[config.mk]
export PLATFORM = sky130hd
export DESIGN_NAME = biosensor_packet_parser_top
export DESIGN_NICKNAME = d
export VERILOG_FILES = /design/src/bpp_pkg.sv /design/src/bpp_cfg_regs.sv /design/src/bpp_parser.sv /design/src/bpp_out_reg.sv /design/src/biosensor_packet_parser_top.sv
export SDC_FILE = /design/constraint.sdc
export NUM_CORES = 1
export LEC_CHECK = 0
export BUFFER_PORTS_ARGS = -buffer_cell sky130_fd_sc_hd__buf_2
export CAP_MARGIN = 0
export CORE_MARGIN = 8
export CORE_UTILIZATION = 55
export CTS_CLUSTER_SIZE = 12
export DETAILED_ROUTE_END_ITERATION = 16
export PLACE_DENSITY_LB_ADDON = 0.12
export SLEW_MARGIN = 20
export SYNTH_ARGS = -nofsm -noshare
export SYNTH_HDL_FRONTEND = slang
export SYNTH_SLANG_ARGS = --single-unit
[constraint.sdc]
create_clock -name clk -period 5.7 [get_ports clk]
set_clock_uncertainty 0.2 [all_clocks]
set_input_delay 1.14 -clock clk [delete_from_list [all_inputs] [get_ports clk]]
set_output_delay 1.14 -clock clk [all_outputs]
set_load 0.02 [all_outputs]
[src/bpp_pkg.sv]
package bpp_pkg;

    localparam int unsigned BYTE_W      = 8;
    localparam int unsigned POS_W       = 9;
    localparam int unsigned CFG_IDX_W   = 3;
    localparam int unsigned CFG_DATA_W  = 8;

    localparam logic [POS_W-1:0] POS_SYNC0         = 9'd0;
    localparam logic [POS_W-1:0] POS_SYNC1         = 9'd1;
    localparam logic [POS_W-1:0] POS_LENGTH        = 9'd2;
    localparam logic [POS_W-1:0] FIRST_PAYLOAD_POS = 9'd3;
    localparam int unsigned      VALUE_SLOTS       = 2;

    localparam logic [BYTE_W-1:0] SYNC_CODE_RST     = 8'd170;
    localparam logic [BYTE_W-1:0] EXTENDED_CODE_RST = 8'd85;
    localparam logic [BYTE_W-1:0] QUALITY_CODE_RST  = 8'd2;
    localparam logic [BYTE_W-1:0] HEART_CODE_RST    = 8'd3;
    localparam logic [BYTE_W-1:0] RAW_CODE_RST      = 8'd128;

    typedef enum logic [CFG_IDX_W-1:0] {
        CFG_SYNC_CODE     = 3'd0,
        CFG_EXTENDED_CODE = 3'd1,
        CFG_QUALITY_CODE  = 3'd2,
        CFG_HEART_CODE    = 3'd3,
        CFG_RAW_CODE      = 3'd4
    } cfg_idx_e;

    typedef struct packed {
        logic [BYTE_W-1:0] sync_code;
        logic [BYTE_W-1:0] extended_code;
        logic [BYTE_W-1:0] quality_code;
        logic [BYTE_W-1:0] heart_code;
        logic [BYTE_W-1:0] raw_code;
    } cfg_t;

    typedef struct packed {
        logic [BYTE_W-1:0]   quality_value;
        logic [BYTE_W-1:0]   heart_value;
        logic [2*BYTE_W-1:0] raw_sample;
        logic                checksum_ok;
    } res_t;

endpackage

[src/bpp_cfg_regs.sv]
module bpp_cfg_regs
    import bpp_pkg::*;
(
    input  logic                  clk,
    input  logic                  rst_n,
    input  logic                  cfg_wr_en,
    input  logic [CFG_IDX_W-1:0]  cfg_index,
    input  logic [CFG_DATA_W-1:0] cfg_wdata,
    output cfg_t                  cfg
);

    cfg_t cfg_reg;
    cfg_t cfg_next;

    always_comb
    begin
        cfg_next = cfg_reg;
        if (cfg_wr_en)
        begin
            unique case (cfg_idx_e'(cfg_index))
                CFG_SYNC_CODE:     cfg_next.sync_code     = cfg_wdata;
                CFG_EXTENDED_CODE: cfg_next.extended_code = cfg_wdata;
                CFG_QUALITY_CODE:  cfg_next.quality_code  = cfg_wdata;
                CFG_HEART_CODE:    cfg_next.heart_code    = cfg_wdata;
                CFG_RAW_CODE:      cfg_next.raw_code      = cfg_wdata;
                default:           cfg_next = cfg_reg;
            endcase
        end
    end

    always_ff @(posedge clk or negedge rst_n)
    begin
        if (!rst_n)
        begin
            cfg_reg.sync_code     <= SYNC_CODE_RST;
            cfg_reg.extended_code <= EXTENDED_CODE_RST;
            cfg_reg.quality_code  <= QUALITY_CODE_RST;
            cfg_reg.heart_code    <= HEART_CODE_RST;
            cfg_reg.raw_code      <= RAW_CODE_RST;
        end
        else
        begin
            cfg_reg <= cfg_next;
        end
    end

    assign cfg = cfg_reg;

endmodule

[src/bpp_parser.sv]
module bpp_parser
    import bpp_pkg::*;
(
    input  logic              clk,
    input  logic              rst_n,
    input  cfg_t              cfg,
    input  logic              step,
    input  logic [BYTE_W-1:0] byte_in,
    output logic              res_valid,
    output res_t              res
);

    logic [POS_W-1:0]    frame_count_reg,       frame_count_next;
    logic [BYTE_W-1:0]   payload_length_reg,    payload_length_next;
    logic                expect_code_reg,       expect_code_next;
    logic                expect_row_length_reg, expect_row_length_next;
    logic [BYTE_W-1:0]   row_code_reg,          row_code_next;
    logic [BYTE_W-1:0]   row_length_reg,        row_length_next;
    logic [BYTE_W-1:0]   row_index_reg,         row_index_next;
    logic [BYTE_W-1:0]   running_sum_reg,       running_sum_next;
    logic [BYTE_W-1:0]   value_bytes_reg [VALUE_SLOTS];
    logic [BYTE_W-1:0]   value_bytes_next [VALUE_SLOTS];
    logic [BYTE_W-1:0]   held_quality_reg,      held_quality_next;
    logic [BYTE_W-1:0]   held_heart_reg,        held_heart_next;
    logic [2*BYTE_W-1:0] held_raw_reg,          held_raw_next;

    logic [POS_W-1:0]  payload_pos;
    logic              in_payload;
    logic [BYTE_W-1:0] row_index_inc;
    logic [BYTE_W-1:0] sum_add;

    assign payload_pos   = frame_count_reg - FIRST_PAYLOAD_POS;
    assign in_payload    = (payload_pos < {1'b0, payload_length_reg});
    assign row_index_inc = row_index_reg + 8'd1;
    assign sum_add       = running_sum_reg + byte_in;

    always_comb
    begin
        frame_count_next       = frame_count_reg;
        payload_length_next    = payload_length_reg;
        expect_code_next       = expect_code_reg;
        expect_row_length_next = expect_row_length_reg;
        row_code_next          = row_code_reg;
        row_length_next        = row_length_reg;
        row_index_next         = row_index_reg;
        running_sum_next       = running_sum_reg;
        value_bytes_next       = value_bytes_reg;
        held_quality_next      = held_quality_reg;
        held_heart_next        = held_heart_reg;
        held_raw_next          = held_raw_reg;
        res_valid              = 1'b0;

        if (step)
        begin
            if (frame_count_reg == POS_SYNC0 || frame_count_reg == POS_SYNC1)
            begin
                if (byte_in != cfg.sync_code)
                begin
                    frame_count_next = POS_SYNC0;
                end
                else
                begin
                    frame_count_next = frame_count_reg + 9'd1;
                end
            end
            else if (frame_count_reg == POS_LENGTH)
            begin
                payload_length_next = byte_in;
                expect_code_next    = 1'b1;
                frame_count_next    = frame_count_reg + 9'd1;
            end
            else if (in_payload)
            begin
                frame_count_next = frame_count_reg + 9'd1;
                if (byte_in == cfg.extended_code)
                begin
                    expect_code_next = 1'b1;
                    running_sum_next = sum_add;
                end
                else if (expect_code_reg)
                begin
                    row_code_next    = byte_in;
                    expect_code_next = 1'b0;
                    running_sum_next = sum_add;
                    row_index_next   = '0;
                    if (byte_in == cfg.quality_code || byte_in == cfg.heart_code)
                    begin
                        row_length_next        = 8'd1;
                        expect_row_length_next = 1'b0;
                    end
                    else if (byte_in == cfg.raw_code)
                    begin
                        expect_row_length_next = 1'b1;
                    end
                    else
                    begin
                        // abandon the packet
                        row_index_next   = row_index_reg;
                        frame_count_next = POS_SYNC0;
                        running_sum_next = '0;
                    end
                end
                else if (expect_row_length_reg)
                begin
                    row_length_next        = byte_in;
                    expect_row_length_next = 1'b0;
                    running_sum_next       = sum_add;
                end
                else if (row_index_reg < row_length_reg)
                begin
                    if (row_index_reg < 8'd2)
                    begin
                        value_bytes_next[row_index_reg[0]] = byte_in;
                    end
                    row_index_next   = row_index_inc;
                    running_sum_next = sum_add;
                    if (row_index_inc == row_length_reg)
                    begin
                        expect_code_next = 1'b1;
                        if (row_code_reg == cfg.quality_code)
                        begin
                            held_quality_next = value_bytes_next[0];
                        end
                        else if (row_code_reg == cfg.heart_code)
                        begin
                            held_heart_next = value_bytes_next[0];
                        end
                        else if (row_code_reg == cfg.raw_code)
                        begin
                            held_raw_next = {value_bytes_next[0], value_bytes_next[1]};
                        end
                    end
                end
            end
            else
            begin
                res_valid        = 1'b1;
                running_sum_next = '0;
                frame_count_next = POS_SYNC0;
                row_index_next   = '0;
            end
        end
    end

    assign res.quality_value = held_quality_reg;
    assign res.heart_value   = held_heart_reg;
    assign res.raw_sample    = held_raw_reg;
    assign res.checksum_ok   = (~running_sum_reg == byte_in);

    always_ff @(posedge clk or negedge rst_n)
    begin
        if (!rst_n)
        begin
            frame_count_reg       <= '0;
            payload_length_reg    <= '0;
            expect_code_reg       <= 1'b0;
            expect_row_length_reg <= 1'b0;
            row_code_reg          <= '0;
            row_length_reg        <= '0;
            row_index_reg         <= '0;
            running_sum_reg       <= '0;
            value_bytes_reg[0]    <= '0;
            value_bytes_reg[1]    <= '0;
            held_quality_reg      <= '0;
            held_heart_reg        <= '0;
            held_raw_reg          <= '0;
        end
        else
        begin
            frame_count_reg       <= frame_count_next;
            payload_length_reg    <= payload_length_next;
            expect_code_reg       <= expect_code_next;
            expect_row_length_reg <= expect_row_length_next;
            row_code_reg          <= row_code_next;
            row_length_reg        <= row_length_next;
            row_index_reg         <= row_index_next;
            running_sum_reg       <= running_sum_next;
            value_bytes_reg       <= value_bytes_next;
            held_quality_reg      <= held_quality_next;
            held_heart_reg        <= held_heart_next;
            held_raw_reg          <= held_raw_next;
        end
    end

endmodule

[src/bpp_out_reg.sv]
module bpp_out_reg
    import bpp_pkg::*;
(
    input  logic clk,
    input  logic rst_n,
    input  logic load,
    input  res_t res_in,
    input  logic out_ready,
    output logic out_valid,
    output logic can_load,
    output res_t res_out
);

    logic out_valid_reg, out_valid_next;
    res_t res_reg, res_next;

    assign can_load = !out_valid_reg || out_ready;

    always_comb
    begin
        out_valid_next = out_valid_reg;
        res_next       = res_reg;
        if (load)
        begin
            out_valid_next = 1'b1;
            res_next       = res_in;
        end
        else if (out_ready)
        begin
            out_valid_next = 1'b0;
        end
    end

    always_ff @(posedge clk or negedge rst_n)
    begin
        if (!rst_n)
        begin
            out_valid_reg <= 1'b0;
        end
        else
        begin
            out_valid_reg <= out_valid_next;
        end
    end

    // payload, no reset
    always_ff @(posedge clk)
    begin
        res_reg <= res_next;
    end

    assign out_valid = out_valid_reg;
    assign res_out   = res_reg;

endmodule

[src/biosensor_packet_parser_top.sv]
// Sync-framed sensor packet parser. Takes one received byte per cycle on the
// input channel and follows the framing (two sync bytes, length, rows, checksum);
// only the checksum byte produces a transaction on the output channel, carrying
// the held quality, heart-rate and raw values and the checksum pass flag.
// A byte goes into an input register and, once the output register can take a
// result, is parsed by one pass of logic that updates the packet state; the
// result of a checksum byte lands in the output register. Sustained rate is one
// byte per cycle while the output is not stalled. A result waiting unaccepted in
// the output register holds the input register's byte and, once that register is
// full, stalls the input channel. Codes are set through the write port; the user
// must ensure they are changed only while idle; the block does not enforce this.
module biosensor_packet_parser_top
    import bpp_pkg::*;
(
    input  logic                  clk,
    input  logic                  rst_n,
    input  logic                  cfg_wr_en,
    input  logic [CFG_IDX_W-1:0]  cfg_index,
    input  logic [CFG_DATA_W-1:0] cfg_wdata,
    input  logic                  in_valid,
    output logic                  in_ready,
    input  logic [BYTE_W-1:0]     rx_byte,
    output logic                  out_valid,
    input  logic                  out_ready,
    output logic [BYTE_W-1:0]     quality_value,
    output logic [BYTE_W-1:0]     heart_value,
    output logic signed [2*BYTE_W-1:0] raw_sample,
    output logic                  checksum_ok
);

    cfg_t              cfg;
    res_t              res;
    res_t              res_out;
    logic              res_valid;
    logic              can_load;
    logic              step;
    logic              in_valid_reg, in_valid_next;
    logic [BYTE_W-1:0] byte_reg, byte_next;

    assign step     = in_valid_reg && can_load;
    assign in_ready = !in_valid_reg || can_load;

    always_comb
    begin
        in_valid_next = in_valid_reg;
        byte_next     = byte_reg;
        if (in_valid && in_ready)
        begin
            in_valid_next = 1'b1;
            byte_next     = rx_byte;
        end
        else if (step)
        begin
            in_valid_next = 1'b0;
        end
    end

    always_ff @(posedge clk or negedge rst_n)
    begin
        if (!rst_n)
        begin
            in_valid_reg <= 1'b0;
        end
        else
        begin
            in_valid_reg <= in_valid_next;
        end
    end

    always_ff @(posedge clk)
    begin
        byte_reg <= byte_next;
    end

    bpp_cfg_regs u_cfg_regs (
        .clk       (clk),
        .rst_n     (rst_n),
        .cfg_wr_en (cfg_wr_en),
        .cfg_index (cfg_index),
        .cfg_wdata (cfg_wdata),
        .cfg       (cfg)
    );

    bpp_parser u_parser (
        .clk       (clk),
        .rst_n     (rst_n),
        .cfg       (cfg),
        .step      (step),
        .byte_in   (byte_reg),
        .res_valid (res_valid),
        .res       (res)
    );

    bpp_out_reg u_out_reg (
        .clk       (clk),
        .rst_n     (rst_n),
        .load      (res_valid),
        .res_in    (res),
        .out_ready (out_ready),
        .out_valid (out_valid),
        .can_load  (can_load),
        .res_out   (res_out)
    );

    assign quality_value = res_out.quality_value;
    assign heart_value   = res_out.heart_value;
    assign raw_sample    = signed'(res_out.raw_sample);
    assign checksum_ok   = res_out.checksum_ok;

    a_in_hold: assert property (@(posedge clk) disable iff (!rst_n)
        (in_valid_reg && !can_load) |=> (in_valid_reg && $stable(byte_reg)))
        else $error("input register lost a stalled byte");

    a_no_overwrite: assert property (@(posedge clk) disable iff (!rst_n)
        res_valid |-> (!out_valid || out_ready))
        else $error("result overwrote a pending transaction");

    a_result_shown: assert property (@(posedge clk) disable iff (!rst_n)
        res_valid |=> out_valid)
        else $error("result not presented after checksum byte");

    a_result_from_byte: assert property (@(posedge clk) disable iff (!rst_n)
        res_valid |-> step)
        else $error("result produced without a byte in process");

endmodule
==> Yosys cells after proc, flatten, opt, wreduce, memory -nomap -nowiden <==
Cells that the tools add are included.
{ "word_totals": {"regBits": 182, "latchBits": 0, "mem_bits_rw": 0, "mem_bits_ro": 0, "input_bits": 24, "out_inout_bits": 35, "elab_cells": 144, "memories": 0} }
{ "op_classes": {"n_addsub": 4, "multipliers": 0, "div_mod_pow": 0, "order_cmp": 5, "n_eq_ne": 23, "shifts": 0, "mux": 47, "bitwise_logic": 9, "reduce_logical": 31} }
{ "ops": {"columns": ["operator", "n"], "rows": [
  ["8-bit 2-to-1 mux", 18],
  ["8-bit == test", 9],
  ["9-bit 2-to-1 mux", 8],
  ["1-bit 2-to-1 mux", 18],
  ["16-bit bitwise mux", 1],
  ["16-bit 2-to-1 mux", 1],
  ["7-bit AND reduction", 2],
  ["12-bit AND reduction", 1],
  ["6-bit AND reduction", 2],
  ["11-bit AND reduction", 1],
  ["10-bit AND reduction", 1],
  ["2-bit AND reduction", 5],
  ["9-bit by 1-bit adder with 9-bit output, second input constant", 1],
  ["9-bit by 1-bit == test with 1-bit output, second input constant", 1],
  ["9-bit by 2-bit == test with 1-bit output, second input constant", 1],
  ["9-bit zero test", 1],
  ["9-bit by 8-bit less-than comparator with 1-bit output", 1],
  ["9-bit by 2-bit subtractor with 9-bit output, second input constant", 1],
  ["8-bit by 1-bit adder with 8-bit output, second input constant", 1],
  ["8-bit adder", 1],
  ["8-bit demux with 1-bit select", 1],
  ["8-bit by 2-bit less-than comparator with 1-bit output, second input constant", 1],
  ["8-bit less-than comparator", 1],
  ["8-bit != test", 1],
  ["other kinds (21)", 40]
]} }

==> Depth between registers and ports, before layout <==
{ "logic_depth": {"ltp_word": 9, "ltp_mapped": 15, "mapped_depth_nobuf": 12} }

==> Hierarchy <==
Synthesis repeated with hierarchy kept, for this count alone.
{ "hier_totals": {"hier_cells": 708, "hier_area_um2": 9021.2} }
{ "modules_own_cells": {"columns": ["mod", "n_inst", "cells_per_inst", "area_each_um2", "seq_area_each_um2"], "rows": [
  ["bpp_parser", 1, 571, 6138.4, 2477.4],
  ["bpp_cfg_regs", 1, 88, 1544.0, 1016.0],
  ["bpp_out_reg", 1, 36, 1038.5, 1016.0],
  ["biosensor_packet_parser_top", 1, 13, 300.3, 265.3]
]} }

==> Worst setup path before layout <==
OpenSTA, ideal clock, no wires.
{ "synth_path": {"path_kind": "register -> register", "startpoint": "register u_parser.frame_count_reg[2]", "endpoint": "register u_parser.row_index_reg[6]", "setup_ps": 110, "arrival_time_ps": 4715, "required_time_ps": 5390, "slack_ps": 675, "path_stages_with_launch": 14, "path_buffers": 2, "period_less_slack_ps": 5025, "path_cell_list": "dfrtp_1 -> buf_2 -> a21oi_1 -> nand2b_1 -> nor4_1 -> xor2_1 -> ha_1 -> nand4_1 -> a211o_1 -> a21oi_1 -> a31oi_1 -> or3_1 -> clkbuf_1 -> o41ai_1"} }
{ "synth_between": {"elab_chain_cells": 4, "elab_cells_between_ends": 14, "classes_between": "1 x add/sub; 1 x order compare; 6 x eq/ne; 1 x mux; 2 x bitwise; 3 x reduce/logical"} }
{ "synth_lines": {"columns": ["element", "line_no", "text"], "rows": [
  ["start, declared", "bpp_parser.sv:13", "logic [POS_W-1:0] frame_count_reg, frame_count_next;"],
  ["start signal, assigned", "bpp_parser.sv:170", "frame_count_reg <= frame_count_next;"],
  ["9-bit by 2-bit subtractor with 9-bit output, or another cell as far along", "bpp_parser.sv:32", "assign payload_pos = frame_count_reg - FIRST_PAYLOAD_POS;"],
  ["9-bit by 8-bit less-than comparator with 1-bit output / 1-bit logical OR (equally long branches)", "bpp_parser.sv:33, bpp_parser.sv:55", null],
  ["4-bit != test (no source line), or another cell as far along", null, null],
  ["7-bit AND reduction (no source line)", null, null],
  ["end signal, assigned", "bpp_parser.sv:176", "row_index_reg <= row_index_next;"],
  ["end, declared", "bpp_parser.sv:19", "logic [BYTE_W-1:0] row_index_reg, row_index_next;"]
]} }
Parallel ways exist; a longest one is shown, timed or not.
A chain may end at the register's enable or synchronous reset.

==> Worst setup path after layout <==
{ "layout_path": {"startpoint": "register u_parser.frame_count_reg[0]", "endpoint": "register u_parser.held_quality_reg[3]"} }
{ "layout_between": {"elab_chain_cells": 4, "elab_cells_between_ends": 9, "classes_between": "1 x add/sub; 1 x order compare; 2 x eq/ne; 2 x bitwise; 3 x reduce/logical"} }
{ "layout_lines": {"columns": ["element", "line_no", "text"], "rows": [
  ["parallel branches: the longest is 3 deep, another holds 9-bit by 2-bit subtractor with 9-bit output", null, null],
  ["10-bit AND reduction (no source line) (*)", null, null],
  ["end signal, assigned", "bpp_parser.sv:179", "held_quality_reg <= held_quality_next;"],
  ["end, declared", "bpp_parser.sv:23", "logic [BYTE_W-1:0] held_quality_reg, held_quality_next;"]
]} }
Mark *: on every way between the ends.

==> qor.yml <==
globalRouteOverflowTotal: 0
start_kind: "flip-flop"
slew_violations: 0
setup_tns_ps: 0
root_buffer: "clkbuf_16"
syn-num-nets: 769
dieArea_um2: 20700
place.gp.congestion: 0.883
slowest_delay_ps: 660
fin_nets: 823
worstPathArrival_ps: 4370
hp-start: "u_parser.held_raw_reg[3]"
critPathSlowestCell: "or4_1"
fin_crit_sh_pct: 74.6
synth_ff_type: "dfrtp_1"
netlist_area_um2: 9000
initial_core_util_pct: 56.5
clock_sinks: 182
dieHeight_um: 144
first_pass_iters: 4
clock_latency_ps: 430
final-seq-area_um2: 4770
largest_reg_flops: 40
ys_seq_area_share_pct: 53.0
grt_max_degree: 100
dp_hpwl_mm: 13.3
ys_types: 64
htreeDepth: 4
n_fill_cell: 1238
slew_headroom_pct: 26.6
cts_buffers: 17
ios: 59
r2r_cells: 12
wl_per_cell_um: 19.1
final-setup-viol-count: 0
grt_pass1_wl_mm: 31.3
hold_slack_ps: 253
crit_path_end_kind: "flip-flop"
synth_edf_count: 41
antenna_found_initial: 0
drc: 0
post-route-min-period_ps: 4250
diodes: 0
reg2reg_from: "u_parser.frame_count_reg[0]"
drv_cap: 0
drive_gt1_share_pct: 30.2
post_cts_buffers: 0
rsz0062_at_grt: "no"
postSynth.asyncResetShare_pct: 77.5
antenna_left: 0
r2r_end: "u_parser.held_quality_reg[3]"
ctsResizeCount: 0
first_iter_violations: 280
die_x_um: 144
fp-row-count: 46
hold_end: "u_out_reg.res_out[4]"
hold_viol: 0
postCtsHoldBufs: 0
syn2layout_area_growth_pct: 11.9
crit_required_ps: 5810
via_count: 5661
ys_warn_count: 0
synthCells: 717
syn-mean-instance-area_um2: 12.6
cts_tree: "done"
worstPathMaxFanout: 10
viasPerCell: 5.66
ys_seq_elements: 182
criticalPathCategory: "reg2reg"
r2r_slack_ps: 1450
routed_wl_mm: 19.1
min_path_type: "reg2reg"
ir_drop_uv: 267
core-area_um2: 15900
max_freq_mhz: 235
run_status: "complete, no violations"
clk_path_buf_depth: 2
port_buffers: 58
p_per_area_nw_per_um2: 432
first_global_vias: 5912
multi_input_area_um2: 4010
clkTransAtPathRegs_ps: 70
hold_depth: 0
grtUsageTotal_pct: 19.8
tightest_slew_ps: 1090
crit_path_cell_trace: "ha_1 > nor3_4 > nand2_1 > xnor2_1 > ha_1 > a21oi_1 > nand2_1 > a221oi_4 > nand4b_4 > or4_1 > or2_1 > mux2_4"
power_leakage_nw: 4.42
routing by layer:
metal | track usage [%] | vias up | routed length (µm) | part of all wire (%)
li1 | - | 2670 | - | -
met1 | 25.5 | 2837 | 8680 | 45
met2 | 32.2 | 123 | 9370 | 49
met3 | 4.74 | 31 | 677 | 3.5
met4 | 6.81 | 0 | 397 | 2.1
met5 | 0 | - | 0 | 0
critical path, delay by kind of cell, from the launching register on:
| kind | cells | cell delay [ps] |
|---|---|---|
| and+or+nand+nor | 6 | 1790 |
| adders and majority gates | 2 | 660 |
| AOI/OAI and AO/OA | 2 | 540 |
| DFF | 1 | 440 |
| muxes | 1 | 370 |
| xor gates and xnor gates | 1 | 140 |
power by group:
part | leakage, nW | internal [W] | switching, W | total, W
combinational | 1.97 | 0.000577 | 0.000724 | 0.00130
sequential | 2.17 | 0.00164 | 0.000236 | 0.00188
clock | 0.283 | 0.000664 | 0.000513 | 0.00118
total | 4.42 | 0.00288 | 0.00147 | 0.00436
cells in the final DEF (no fill, tap or decap), drive strengths merged, types with 3 or more instances in the layout:
cell / netlist / routed
a221oi: 3 / 3
and3: 4 / 4
nand2b: 5 / 5
o21ai: 30 / 30
nor4: 10 / 10
xor2: 22 / 22
mux2: 114 / 114
and2: 5 / 5
nand2: 30 / 30
a22o: 10 / 10
mux2i: 7 / 7
nand4: 15 / 15
dfrtp: 129 / 129
a21oi: 23 / 23
clkinv: 1 / 4
nand3: 20 / 20
or4: 3 / 3
a31oi: 3 / 3
a211o: 3 / 3
ha: 27 / 27
o31ai: 5 / 5
xnor2: 61 / 61
nor3: 9 / 9
buf: 11 / 62
clkbuf: 16 / 19
or3: 4 / 4
dfstp: 12 / 12
a21o: 8 / 8
edfxtp: 41 / 41
inv: 28 / 34
nor2: 35 / 35
final cells by class:
cell class                 count  share of cell area (%)
inverter                      29                    1.08
timing repair buffer          62                    3.24
sequential                   182                    47.4
clock buffer                  19                    4.40
multi-input combinational    479                    39.8
clock inverter                13                    1.44
tap                          216                    2.68
worst max-delay path by stage:
stage	startpoint	endpoint	slack, ps
floorplan	u_parser.frame_count_reg[2]	u_parser.row_index_reg[6]	670
global placement	u_parser.frame_count_reg[0]	u_parser.held_quality_reg[3]	1580
detailed placement	u_parser.frame_count_reg[0]	u_parser.held_quality_reg[3]	1430
CTS	u_parser.frame_count_reg[0]	u_parser.held_quality_reg[3]	1420
global route	u_parser.frame_count_reg[0]	u_parser.held_quality_reg[5]	1160
finish	u_parser.frame_count_reg[0]	u_parser.held_quality_reg[3]	1450
cells in the mapped netlist, types with 2 or more instances:
library cell	n	share of area, %
nand2b_1	5	0.35
a31oi_1	3	0.21
a221oi_1	2	0.19
nor2_1	34	1.4
ha_1	27	3.8
nor4_2	2	0.28
a211o_1	3	0.29
or4_1	3	0.25
buf_6	4	0.50
or3_1	4	0.28
buf_2	7	0.39
and2_1	4	0.28
nor3b_1	2	0.17
o21ai_0	30	1.7
nand4_1	15	1.0
mux2_2	96	12
inv_1	28	1.2
a21o_1	7	0.58
o211ai_1	2	0.17
nand3_1	18	1.0
edfxtp_1	41	14
nor4_1	7	0.49
mux2i_1	7	0.78
a21oi_1	23	1.3
clkbuf_1	16	0.67
dfstp_2	12	3.5
mux2_4	18	3.0
and3_1	4	0.28
nand2_1	30	1.3
dfrtp_1	129	36
nand3_2	2	0.22
xnor2_1	61	5.9
nor3_1	7	0.39
xor2_1	22	2.1
a22o_1	10	0.97
o31ai_1	4	0.33
kinds of logic after synthesis:
logic type / Yosys count / share of synthesized area (%)
flip-flops: 182 / 53.0
AND/OR/NAND/NOR: 148 / 9.02
multiplexers: 121 / 15.8
AO/OA/AOI/OAI: 99 / 7.36
XOR/XNOR: 83 / 8.07
buffers and inverters: 56 / 2.76
adder cells (fa/ha/maj): 28 / 3.97
per-stage QoR:
step	setup slack (ps)	power (W)	instance area, µm²	util [%]	std cells
after floorplan	675	0.00283	9000	-	717
after global placement	1580	0.00314	9480	59.5	968
after detailed placement	1430	0.00320	9480	59.5	968
after CTS	1420	0.00440	10100	63.2	1000
after global routing	1160	0.00461	10100	63.2	1000
final	1450	0.00436	10100	63.2	1000
Power figures use the tool's default switching activity.
